<file path="config.mk">
export PLATFORM = sky130hd
export DESIGN_NAME = overheat_protection_timer_core
export DESIGN_NICKNAME = d
export VERILOG_FILES = /design/src/rtl/opt_pkg.sv /design/src/rtl/opt_cfg.sv /design/src/rtl/opt_core.sv /design/src/rtl/overheat_protection_timer_core.sv
export SDC_FILE = /design/constraint.sdc
export NUM_CORES = 1
export LEC_CHECK = 0
export BUFFER_PORTS_ARGS = -buffer_cell sky130_fd_sc_hd__buf_2
export CAP_MARGIN = 20
export CORE_ASPECT_RATIO = 1.25
export CORE_MARGIN = 2
export CORE_UTILIZATION = 40
export CTS_CLUSTER_DIAMETER = 60
export DETAILED_ROUTE_END_ITERATION = 8
export PLACE_DENSITY_LB_ADDON = 0.12
export SYNTH_ARGS = -nofsm -noshare
export SYNTH_HDL_FRONTEND = slang
export SYNTH_SLANG_ARGS = --single-unit
</file>
<file path="constraint.sdc">
create_clock -name i_clk -period 14.7 [get_ports i_clk]
set_input_delay 2.94 -clock i_clk [delete_from_list [all_inputs] [get_ports i_clk]]
set_output_delay 2.94 -clock i_clk [all_outputs]
set_load 0.05 [all_outputs]
</file>
<file path="src/rtl/opt_pkg.sv">
// ----------------------------------------------------------------------------
// opt_pkg
// Types and constants of the overheat protection timer.
// ----------------------------------------------------------------------------
package opt_pkg;

    localparam int CFG_INDEX_W = 2;
    localparam int CFG_DATA_W  = 8;
    localparam int IN_DATA_W   = 16;
    localparam int OUT_DATA_W  = 16;
    localparam int OUT_USER_W  = 2;

    localparam logic [6:0] FINE_ROLL  = 7'd100;
    localparam logic [5:0] BUZZ_TICKS = 6'd50;
    localparam logic [6:0] BUZZ_AT    = 7'd10;

    localparam logic       RST_PROTECT_ENABLE = 1'b0;
    localparam logic [7:0] RST_HEAT_TIME_LIMIT = 8'd15;
    localparam logic [6:0] RST_COOLDOWN_STEPS = 7'd50;
    localparam logic [7:0] RST_STEP_TICKS = 8'd133;

    typedef enum logic [CFG_INDEX_W-1:0] {
        REG_PROTECT_ENABLE  = 2'd0,
        REG_HEAT_TIME_LIMIT = 2'd1,
        REG_COOLDOWN_STEPS  = 2'd2,
        REG_STEP_TICKS      = 2'd3
    } t_reg_idx;

    typedef enum logic [OUT_USER_W-1:0] {
        KIND_NONE   = 2'd0,
        KIND_REMAIN = 2'd1,
        KIND_END    = 2'd2
    } t_report_kind;

    typedef struct packed {
        logic       protect_enable;
        logic [7:0] heat_time_limit;
        logic [6:0] cooldown_steps;
        logic [7:0] step_ticks;
    } t_cfg;

    typedef struct packed {
        logic [7:0] temperature;
        logic       power_on;
        logic       heat_b_on;
        logic       heat_a_on;
    } t_in;

    typedef struct packed {
        logic         link_notify;
        logic [7:0]   report_value;
        t_report_kind report_kind;
        logic         buzzer_drive;
        logic         cooldown_done;
        logic         cooldown_active;
    } t_out;

endpackage

</file>
<file path="src/rtl/opt_cfg.sv">
// ----------------------------------------------------------------------------
// opt_cfg
// Configuration register file, written through the configuration channel.
// ----------------------------------------------------------------------------
module opt_cfg (
    input  logic                           i_clk,
    input  logic                           i_rst_n,
    input  logic                           i_wr_en,
    input  logic [opt_pkg::CFG_INDEX_W-1:0] i_index,
    input  logic [opt_pkg::CFG_DATA_W-1:0]  i_data,
    output opt_pkg::t_cfg                  o_cfg
);
    import opt_pkg::*;

    t_cfg r_cfg;

    always_ff @(posedge i_clk) begin
        if (!i_rst_n) begin
            r_cfg.protect_enable  <= RST_PROTECT_ENABLE;
            r_cfg.heat_time_limit <= RST_HEAT_TIME_LIMIT;
            r_cfg.cooldown_steps  <= RST_COOLDOWN_STEPS;
            r_cfg.step_ticks      <= RST_STEP_TICKS;
        end else if (i_wr_en) begin
            unique case (t_reg_idx'(i_index))
                REG_PROTECT_ENABLE:  r_cfg.protect_enable  <= i_data[0];
                REG_HEAT_TIME_LIMIT: r_cfg.heat_time_limit <= i_data;
                REG_COOLDOWN_STEPS:  r_cfg.cooldown_steps  <= i_data[6:0];
                REG_STEP_TICKS:      r_cfg.step_ticks      <= i_data;
                default: ;
            endcase
        end
    end

    assign o_cfg = r_cfg;

endmodule

</file>
<file path="src/rtl/opt_core.sv">
// ----------------------------------------------------------------------------
// opt_core
// Timer state and the one-tick update: heating count, cooldown, buzzer.
// ----------------------------------------------------------------------------
module opt_core (
    input  logic          i_clk,
    input  logic          i_rst_n,
    input  logic          i_step,
    input  opt_pkg::t_cfg i_cfg,
    input  opt_pkg::t_in  i_item,
    output opt_pkg::t_out o_result
);
    import opt_pkg::*;

    logic [6:0] r_fine,      n_fine;
    logic [7:0] r_coarse,    n_coarse;
    logic       r_cooling,   n_cooling;
    logic [7:0] r_step_cnt,  n_step_cnt;
    logic [6:0] r_remaining, n_remaining;
    logic       r_buzz_req,  n_buzz_req;
    logic [5:0] r_buzz_cnt,  n_buzz_cnt;
    t_out       res;

    always_comb begin
        logic       heat_any;
        logic       start;
        logic [6:0] fine_inc;
        logic [5:0] buzz_inc;

        heat_any    = i_item.heat_a_on | i_item.heat_b_on;
        n_cooling   = r_cooling;
        n_step_cnt  = r_step_cnt;
        n_remaining = r_remaining;
        n_buzz_req  = r_buzz_req;
        n_buzz_cnt  = r_buzz_cnt;
        res.cooldown_active = 1'b0;
        res.cooldown_done   = 1'b0;
        res.buzzer_drive    = 1'b0;
        res.report_kind     = KIND_NONE;
        res.report_value    = 8'd0;
        res.link_notify     = 1'b0;

        // Heating time: the fine count rolls over into the saturating coarse count.
        fine_inc = r_fine + {6'd0, heat_any};
        n_coarse = r_coarse;
        n_fine   = fine_inc;
        if (fine_inc > FINE_ROLL) begin
            if (r_coarse != 8'hFF) begin
                n_coarse = r_coarse + 8'd1;
            end
            n_fine = 7'd0;
        end
        start = 1'b0;
        if (!heat_any || !i_item.power_on) begin
            start = i_cfg.protect_enable && (n_coarse > i_cfg.heat_time_limit);
            n_fine   = 7'd0;
            n_coarse = 8'd0;
        end
        if (start) begin
            n_cooling       = 1'b1;
            res.link_notify = 1'b1;
        end

        // Cooldown stepping.
        if (n_cooling) begin
            if (r_step_cnt != 8'hFF) begin
                n_step_cnt = r_step_cnt + 8'd1;
            end
            if (n_step_cnt >= i_cfg.step_ticks) begin
                n_step_cnt = 8'd0;
                if (r_remaining != 7'd0) begin
                    n_remaining = r_remaining - 7'd1;
                end
                res.report_kind  = KIND_REMAIN;
                res.report_value = {1'b0, n_remaining};
            end
        end

        // The end check runs even when idle, so a zero reload ends every tick.
        if (n_remaining == 7'd0) begin
            n_cooling         = 1'b0;
            n_step_cnt        = 8'd0;
            n_remaining       = i_cfg.cooldown_steps;
            res.cooldown_done = 1'b1;
            res.report_kind   = KIND_END;
            res.report_value  = i_item.temperature;
            res.link_notify   = 1'b1;
        end else if (n_remaining == BUZZ_AT) begin
            n_buzz_req = 1'b1;
        end

        buzz_inc = r_buzz_cnt;
        if (n_buzz_req) begin
            res.buzzer_drive = 1'b1;
            buzz_inc = r_buzz_cnt + 6'd1;
        end
        n_buzz_cnt = buzz_inc;
        if (buzz_inc >= BUZZ_TICKS) begin
            n_buzz_req = 1'b0;
            n_buzz_cnt = 6'd0;
        end

        res.cooldown_active = n_cooling;
    end

    always_ff @(posedge i_clk) begin
        if (!i_rst_n) begin
            r_fine      <= 7'd0;
            r_coarse    <= 8'd0;
            r_cooling   <= 1'b0;
            r_step_cnt  <= 8'd0;
            r_remaining <= RST_COOLDOWN_STEPS;
            r_buzz_req  <= 1'b0;
            r_buzz_cnt  <= 6'd0;
        end else if (i_step) begin
            r_fine      <= n_fine;
            r_coarse    <= n_coarse;
            r_cooling   <= n_cooling;
            r_step_cnt  <= n_step_cnt;
            r_remaining <= n_remaining;
            r_buzz_req  <= n_buzz_req;
            r_buzz_cnt  <= n_buzz_cnt;
        end
    end

    assign o_result = res;

endmodule

</file>
<file path="src/rtl/overheat_protection_timer_core.sv">
// ----------------------------------------------------------------------------
// overheat_protection_timer_core
// Heating-time guard that forces a timed fan cooldown after long heating.
// ----------------------------------------------------------------------------
// Each item is one tick. The block takes one item per clock cycle while the
// output side is ready and returns exactly one result per item: the item is
// registered, the whole tick update (heating count, cooldown step, buzzer
// timer) is done in one combinational pass against the state registers, and
// the result lands in an output register. Throughput is set by that single
// state-update path and is one item per cycle while the output side is ready.
// Configuration takes effect for items whose tick update runs after the write.
module overheat_protection_timer_core (
    input  logic                            i_clk,
    input  logic                            i_rst_n,
    // tdata: heat_a_on[0], heat_b_on[1], power_on[2], temperature[10:3], zeros
    input  logic [opt_pkg::IN_DATA_W-1:0]   i_s_tdata,
    input  logic                            i_s_tvalid,
    output logic                            o_s_tready,
    // tdata: cooldown_active[0], cooldown_done[1], buzzer_drive[2],
    //        report_value[10:3], link_notify[11], zeros
    output logic [opt_pkg::OUT_DATA_W-1:0]  o_m_tdata,
    // tuser: report_kind[1:0]
    output logic [opt_pkg::OUT_USER_W-1:0]  o_m_tuser,
    output logic                            o_m_tvalid,
    input  logic                            i_m_tready,
    input  logic                            i_cfg_valid,
    output logic                            o_cfg_ready,
    input  logic [opt_pkg::CFG_INDEX_W-1:0] i_cfg_index,
    input  logic [opt_pkg::CFG_DATA_W-1:0]  i_cfg_data
);
    import opt_pkg::*;

    t_cfg cfg;
    t_out result;
    t_in  r_in;
    logic r_in_valid;
    t_out r_out;
    logic r_out_valid;
    logic advance;
    logic step;
    logic in_accept;

    assign o_cfg_ready = 1'b1;

    opt_cfg u_cfg (
        .i_clk   (i_clk),
        .i_rst_n (i_rst_n),
        .i_wr_en (i_cfg_valid),
        .i_index (i_cfg_index),
        .i_data  (i_cfg_data),
        .o_cfg   (cfg)
    );

    assign advance    = !r_out_valid || i_m_tready;
    assign step       = r_in_valid && advance;
    assign o_s_tready = !r_in_valid || advance;
    assign in_accept  = i_s_tvalid && o_s_tready;

    opt_core u_core (
        .i_clk    (i_clk),
        .i_rst_n  (i_rst_n),
        .i_step   (step),
        .i_cfg    (cfg),
        .i_item   (r_in),
        .o_result (result)
    );

    always_ff @(posedge i_clk) begin
        if (!i_rst_n) begin
            r_in_valid  <= 1'b0;
            r_out_valid <= 1'b0;
        end else begin
            if (in_accept) begin
                r_in_valid <= 1'b1;
            end else if (advance) begin
                r_in_valid <= 1'b0;
            end
            if (advance) begin
                r_out_valid <= r_in_valid;
            end
        end
    end

    always_ff @(posedge i_clk) begin
        if (in_accept) begin
            r_in <= i_s_tdata[$bits(t_in)-1:0];
        end
        if (step) begin
            r_out <= result;
        end
    end

    assign o_m_tvalid = r_out_valid;
    assign o_m_tuser  = r_out.report_kind;
    assign o_m_tdata  = {4'd0, r_out.link_notify, r_out.report_value, r_out.buzzer_drive,
                         r_out.cooldown_done, r_out.cooldown_active};

endmodule

</file>
==> summary.md, run 1 <==
| Metric | Value |
|---|---|
| Die W | 102 µm |
| Leakage | ~2.1 nW |
| Setup WS pre-CTS | 8.20 ns |
| Std-Cell Rows | 44 |
| Required @ worst endpoint | around 12 ns |
| Worst hold-check path type | reg -> reg |
| Setup TNS | 0 ns |
| Worst vdd ir | 43.2 µV |
| CORE AREA | 11700 µm² |
| CP Capture Point | o_s_tready |
| Number of distinct library cells after synthesis | between 70 and 80 |
| Routed WL per cell | around 15 µm |
| CP Class | in -> out |
| Worst-Skew Late Latency | 0.34 ns |
| Hold Path Origin | u_cfg.o_cfg[1]$_SDFFE_PN0P_ |
| Placed Cells | 721 |
| Hold buffers post-CTS | 0 |
| CP endpoint kind | output port |
| WHS | 0.457 ns |
| DR vias/cell | 5.41 |
| Total grt overflow | 0 |
| Root Driver | clkbuf_16 |
| Min setup slack post-route | 8.20 ns |
| Worst slew margin | a little under two fifths |
| Reg2Reg Setup Slack | between 8 and 9 ns |
| DRC | 0 |
| GRT Resource Usage Total | 17.5% |
| YS warnings | 0 |
| Num ports | 52 |
| R2r worst-path depth | 19 |
| DRT antenna net count | 0 |
| Fraction of registers with async set/reset | 0% |
| Worst Path Arrival | 3.56 ns |
| Clock-pin slew on the worst setup and hold paths | roughly 0.060 ns |
| Post-synth EDFFs | 25 |
| H-tree depth | 3 |
| Die height | 126 µm |
| CTS tree | done |
| Fmax achieved | 0.154 GHz |
| Initial antenna violation count | 0 |
| CTS Buf Count | 9 |
| #FFs+latches synth | 89 |
| NumNets Final | 625 |
| Worst slew pin tran | 0.941 ns |
| Diodes inserted | 0 |
| Area grow syn2layout | 11.7% |
| R2R Path Start | r_in[1]$_DFFE_PP_ |
| Post-DP HPWL | approximately 7700 µm |
| Starting Density | 41.0% |
| Top FF cell, synth | dfxtp_1 |
| Cell count after synthesis | 540 |
| Final Slew Violations | 0 |
| Die Area | 12900 µm² |
| CTS Buffer Depth | 2 |
| Fill count | approximately 1200 |
| Sequential area share after synthesis | 42.4% |
| Gpl congestion | 0.825 |
| Final Cycle Share | roughly 44% |
| Skew final | roughly 0.0073 ns |
| First-pass GRT wire length | ~18000 µm |
| Tmin final | 6.50 ns |
| CP Max Fanout | 4 |
| Post-CTS setup buffer count | 0 |
| Cell area power density | around 94 nW/µm² |
| Max Cap Viol | 0 |
| Vias in the first global route | 3654 |
| Status | finished, final reports clean |
| Count of final hold-check violations | 0 |
| Iter 0 DRT Violations | 235 |
| RSZ-0062 raised after global routing | no |
| Resize count post-CTS | 0 |
| Routed WL | 10900 µm |
| IO Port Bufs | 41 |
| First-pass DRT Iterations | 4 |
| Synth Cell Area | 4790 µm² |
| Largest net degree at the start of global routing | 34 |
| Syn avg cell area | 8.87 µm² |
| CP Launch Type | primary input |
| Final Setup Violations | 0 |
| Share of cells above drive strength 1 | 14.1% |
| R2R Path End | o_m_tdata[9]$_DFFE_PP_ |
| Vias | 3986 |
| Critical Path Start | i_m_tready |
| CTS sink cnt | between 80 and 90 |
| Layout Cells excl Fill | 737 |
final cells by class:
| class | instances | area [µm²] | area share, % |
|---|---|---|---|
| repair buffers | 44 | 228 | 4.26 |
| clock inverters | 4 | 20.0 | 0.374 |
| multi-input cells | 402 | 2530 | 47.4 |
| inverters | 25 | 98.8 | 1.85 |
| well taps | 161 | 201 | 3.76 |
| clock buffers | 12 | 236 | 4.42 |
| flip-flops and latches | 89 | 2030 | 38.0 |
worst max-delay path: stages:
cell and delay (ns):
buf_2 0.10, nor2b_1 0.20, nand2_1 0.10, buf_2 0.22
state kept, by name, indices dropped and copies added (netlist names):
register,cells
u_cfg.o_cfg,24
o_m_tdata,12
r_in,11
u_core.r_coarse,8
u_core.r_step_cnt,8
u_core.r_fine,7
u_core.r_remaining,7
u_core.r_buzz_cnt,6
o_m_tuser,2
o_m_tvalid,1
r_in_valid,1
u_core.r_buzz_req,1
u_core.r_cooling,1
Yosys cell counts, types with 2 or more instances:
library cell	number	area share [%]
a211oi_1	8	1.3
a21o_1	5	0.78
a21oi_1	34	3.6
a22o_1	3	0.55
a22oi_1	6	0.94
a311oi_1	2	0.37
a31oi_1	10	1.3
a32o_1	8	1.7
a41oi_2	2	0.68
and2_1	4	0.52
and3_1	5	0.65
buf_1	3	0.24
buf_2	6	0.63
buf_4	5	0.78
clkbuf_1	11	0.86
conb_1	2	0.16
dfxtp_1	64	27
edfxtp_1	25	16
ha_1	23	6.0
inv_1	22	1.7
mux2_2	3	0.71
mux2i_1	11	2.3
nand2_1	73	5.7
nand2b_1	4	0.52
nand3_1	30	3.1
nand3b_1	2	0.31
nand4_1	5	0.65
nand4b_1	3	0.55
nor2_1	48	3.8
nor2b_1	3	0.39
nor3_1	11	1.1
nor3b_1	4	0.63
nor4_1	3	0.39
o211ai_1	6	0.94
o21ai_0	21	2.2
o21ai_2	2	0.37
o22ai_1	3	0.39
o31ai_1	2	0.31
or2_2	3	0.39
or3_1	4	0.52
xnor2_1	11	2.0
xor2_1	9	1.6
stage by stage:
| step | util (%) | cell area, µm² | power (W) |
|---|---|---|---|
| 2_1_floorplan | - | 4800 | 0.000293 |
| 3_3_place_gp | 43.7 | 5090 | 0.000304 |
| 3_5_place_dp | 43.7 | 5090 | 0.000304 |
| 4_1_cts | 45.9 | 5350 | 0.000512 |
| 5_1_grt | 45.9 | 5350 | 0.000525 |
| 6_report | 45.9 | 5350 | 0.000505 |
worst min-delay path by stage:
stage	to	slack [ns]	cells past startpoint
3_5_place_dp	u_cfg.o_cfg[10]$_SDFFE_PN0P_	0.45	2
3_3_place_gp	u_core.r_remaining[5]$_SDFFE_PN1P_	0.45	2
5_1_grt	u_cfg.o_cfg[3]$_SDFFE_PN0P_	0.49	2
2_1_floorplan	u_core.r_remaining[5]$_SDFFE_PN1P_	0.43	2
4_1_cts	u_cfg.o_cfg[10]$_SDFFE_PN0P_	0.46	2
6_report	u_cfg.o_cfg[1]$_SDFFE_PN0P_	0.46	2
per-layer routing:
layer / part of all wire, % / vias up / GRT usage, %
met4: 1.7 / 0 / 6.27
met5: 0 / - / 0
met3: 4.4 / 14 / 3.09
li1: - / 2012 / -
met2: 47 / 89 / 28.7
met1: 47 / 1871 / 23.1
where the power goes:
group | leakage, nW | total (W) | switching [W] | internal (W)
Sequential | 0.761 | 0.000262 | 0.00000357 | 0.000258
Clock | 0.130 | 0.000206 | 0.0000929 | 0.000114
Combinational | 1.17 | 0.0000366 | 0.0000265 | 0.0000101
Total | 2.06 | 0.000505 | 0.000123 | 0.000382
kinds of logic (layout without fill, tap and decap cells):
group | Yosys count | in the layout | synth area share (%)
AND/OR/NAND/NOR | 213 | 213 | 21.5
AO/OA/AOI/OAI | 126 | 126 | 18.2
flip-flops | 89 | 89 | 42.4
buffers and inverters | 52 | 85 | 4.91
adder cells (fa/ha/maj) | 24 | 24 | 6.22
XOR/XNOR | 20 | 20 | 3.66
multiplexers | 14 | 14 | 3.00
other | 2 | 5 | 0.157
layout by cell type (no fill, tap or decap), types with 3 or more instances in the layout:
cell type / n
nand2_1: 73
dfxtp_1: 64
nor2_1: 48
buf_2: 41
a21oi_1: 34
nand3_1: 30
edfxtp_1: 25
ha_1: 23
inv_1: 22
o21ai_0: 21
nor3_1: 11
mux2i_1: 11
xnor2_1: 11
a31oi_1: 10
xor2_1: 9
clkbuf_16: 9
a211oi_1: 8
a32o_1: 8
o211ai_1: 6
a22oi_1: 6
nand4_1: 5
and3_1: 5
a21o_1: 5
conb_1: 5
nand2b_1: 4
or3_1: 4
nor3b_1: 4
and2_1: 4
clkinv_2: 4
nor2b_1: 3
or2_2: 3
nor4_1: 3
nand4b_1: 3
mux2_2: 3
a22o_1: 3
o22ai_1: 3
clkbuf_1: 3
buf_4: 3
Note: power is estimated with default switching activity, not from simulation.
==> inputs of run 2 (changes only) <==
==> constraint.sdc (replaced) <==
create_clock -name i_clk -period 5.4 [get_ports i_clk]
set_input_delay 1.08 -clock i_clk [delete_from_list [all_inputs] [get_ports i_clk]]
set_output_delay 1.08 -clock i_clk [all_outputs]
set_load 0.05 [all_outputs]
==> run 2 against run 1 <==
Effect of this change:
- global-route usage barely moved
- register-to-register slack got worse by 8.0 ns
- sequential share of layout area fell by 0.80 points
- clock power rose to 2.9 times the previous value
- die area did not move
- via count rose by 2.1%
- cell area rose by 2.2%
- worst setup slack got worse by 7.9 ns
- count of clock-buffer cells in the layout fell by 1
- critical path depth rose by 15
- core utilization rose by 0.99 points
==> summary.md, run 2 (synthesis gave the netlist of run 1 again) <==
| Metric | Value |
|---|---|
| Status | finished, final reports clean |
| DRT antenna net count | 0 |
| H-tree depth | 3 |
| Final Slew Violations | 0 |
| R2r worst-path depth | 19 |
| Initial antenna violation count | 0 |
| Hold EP | u_cfg.o_cfg[1]$_SDFFE_PN0P_ |
| Clock-pin slew on the worst setup and hold paths | 0.06 ns |
| Most common cell after layout, fill and taps aside | nand2_1 |
| DRC | 0 |
| CTS tree | done |
| CP Class | reg -> reg |
| Routed WL | 10900 µm |
| Dpl cell area | 5160 µm² |
| RSZ-0062 raised after global routing | no |
| Setup WS pre-CTS | 0.0849 ns |
| Area grow syn2layout | 14.1% |
| CTS Buffer Depth | 2 |
| Total grt overflow | 0 |
| Worst hold path stage count | 2 |
| Fmax achieved | around 0.20 GHz |
| NumNets Final | 635 |
| Required @ worst endpoint | about 5.7 ns |
| Worst hold-check path type | reg -> reg |
| Setup TNS | 0 ns |
| Die height | roughly 130 µm |
| IO Port Bufs | 41 |
| CTS Buf Count | 9 |
| Max reg flops | 24 |
| GRT Resource Usage Total | between 10% and 20% |
| Starting Density | between 40 and 50% |
| Most frequent cells in the layout | nand2_1, dfxtp_1, nor2_1 |
| Hold buffers post-CTS | 0 |
| Cell area power density | roughly 260 nW/µm² |
| Gpl congestion | 0.839 |
| Leakage | 2.12 nW |
| Post-layout util | between 40% and 50% |
| CORE AREA | between 10000 and 15000 µm² |
| Largest net degree at the start of global routing | 35 |
| Iter 0 DRT Violations | between 150 and 200 |
| Final Cycle Share | 94.2% |
| Worst Path Arrival | around 5.3 ns |
| Count of final hold-check violations | 0 |
| R2R Path End | u_core.r_buzz_req$_SDFFE_PN0P_ |
| Diodes inserted | 0 |
| Max Cap Viol | 0 |
| Worst vdd ir | 111 µV |
| Root Driver | clkbuf_16 |
| Hold Path Origin | u_cfg.o_cfg[1]$_SDFFE_PN0P_ |
| Vias | 4069 |
| First-pass DRT Iterations | 5 |
| Share of cells above drive strength 1 | roughly 17% |
| Min setup slack post-route | 0.315 ns |
| Num ports | 52 |
| Die W | 102 µm |
| Worst-Skew Late Latency | 0.35 ns |
| Tmin final | roughly 5 ns |
| Std-Cell Rows | 44 |
| CP endpoint kind | flop |
| Reg2Reg Setup Slack | 0.32 ns |
| CP Max Fanout | 8 |
| Final Setup Violations | 0 |
| R2R Path Start | r_in[1]$_DFFE_PP_ |
| Post-DP HPWL | ~7700 µm |
| Final instance area | 5470 µm² |
| Die Area | 12900 µm² |
| Worst slew pin tran | 0.653 ns |
| Skew final | 0.00584 ns |
| Routed WL per cell | 14.6 µm |
| Worst slew margin | around 56% |
| WHS | 0.458 ns |
| CP Launch Type | flop |
| DR vias/cell | between 5 and 6 |
| CTS sink cnt | 89 |
| First-pass GRT wire length | 17900 µm |
| Vias in the first global route | 3732 |
-- run 2: cell type report --
class	instances	area [µm²]
Fill cell	1156	6200
Tap cell	161	201
Clock buffer	11	253
Clock inverter	5	28.8
Multi-Input combinational cell	402	2550
Inverter	25	101
Timing Repair Buffer	54	303
Sequential cell	89	2030
-- run 2: critical path, stage by stage (launching register included) --
cell and delay (ns):
edfxtp_1 0.35, or2_1 0.28, ha_1 0.22, ha_1 0.29
or2_2 0.30, maj3_1 0.36, o21ai_1 0.20, a211oi_2 0.15
nand3_1 0.11, mux2_2 0.36, ha_1 0.31, nand2_1 0.07
o211ai_1 0.24, a41oi_2 0.21, or3_4 0.45, o211a_4 0.31
inv_6 0.09, mux2i_1 0.28, o21ai_2 0.17, a211oi_1 0.25
-- run 2: per-stage QoR --
| step | power (W) | std cells |
|---|---|---|
| 3_5_place_dp | 0.000828 | 730 |
| 4_1_cts | 0.00143 | 746 |
| 6_report | 0.00141 | 747 |
| 5_1_grt | 0.00146 | 747 |
| 2_1_floorplan | 0.000798 | 543 |
| 3_3_place_gp | 0.000826 | 730 |
-- run 2: worst max-delay path by stage --
stage / from / to / slack (ns) / depth (start not counted)
after CTS: r_in[1]$_DFFE_PP_ / u_core.r_remaining[0]$_SDFFE_PN0P_ / 0.04 / 19
final: r_in[1]$_DFFE_PP_ / u_core.r_buzz_req$_SDFFE_PN0P_ / 0.32 / 19
after global routing: r_in[0]$_DFFE_PP_ / u_core.r_buzz_cnt[5]$_SDFFE_PN0P_ / 0.02 / 19
after global placement: r_in[1]$_DFFE_PP_ / u_core.r_remaining[0]$_SDFFE_PN0P_ / 0.14 / 19
after detailed placement: r_in[1]$_DFFE_PP_ / u_core.r_remaining[0]$_SDFFE_PN0P_ / 0.08 / 19
after floorplan: r_in[1]$_DFFE_PP_ / u_core.r_buzz_cnt[0]$_SDFFE_PN0P_ / 0.53 / 19
-- run 2: per-layer routing --
layer,global-route usage (%),up-vias,routed length [µm]
li1,-,2027,-
met1,23.0,1922,5140
met2,27.6,98,5060
met3,2.98,22,442
met4,8.78,0,291
met5,0,-,0
-- run 2: timing repair --
| action | 4_1_cts | 5_1_grt |
|---|---|---|
| setup buffers | 0 | 1 |
| hold endpoints to repair | 0 | 0 |
| setup endpoints to repair | 0 | 34 |
| gates resized for setup | 0 | 5 |
-- run 2: power by group --
group          switching (W)  internal (W)  total, W
combinational      0.0000723     0.0000284  0.000101
sequential         0.0000100      0.000704  0.000714
clock               0.000258      0.000335  0.000593
total               0.000340       0.00107   0.00141
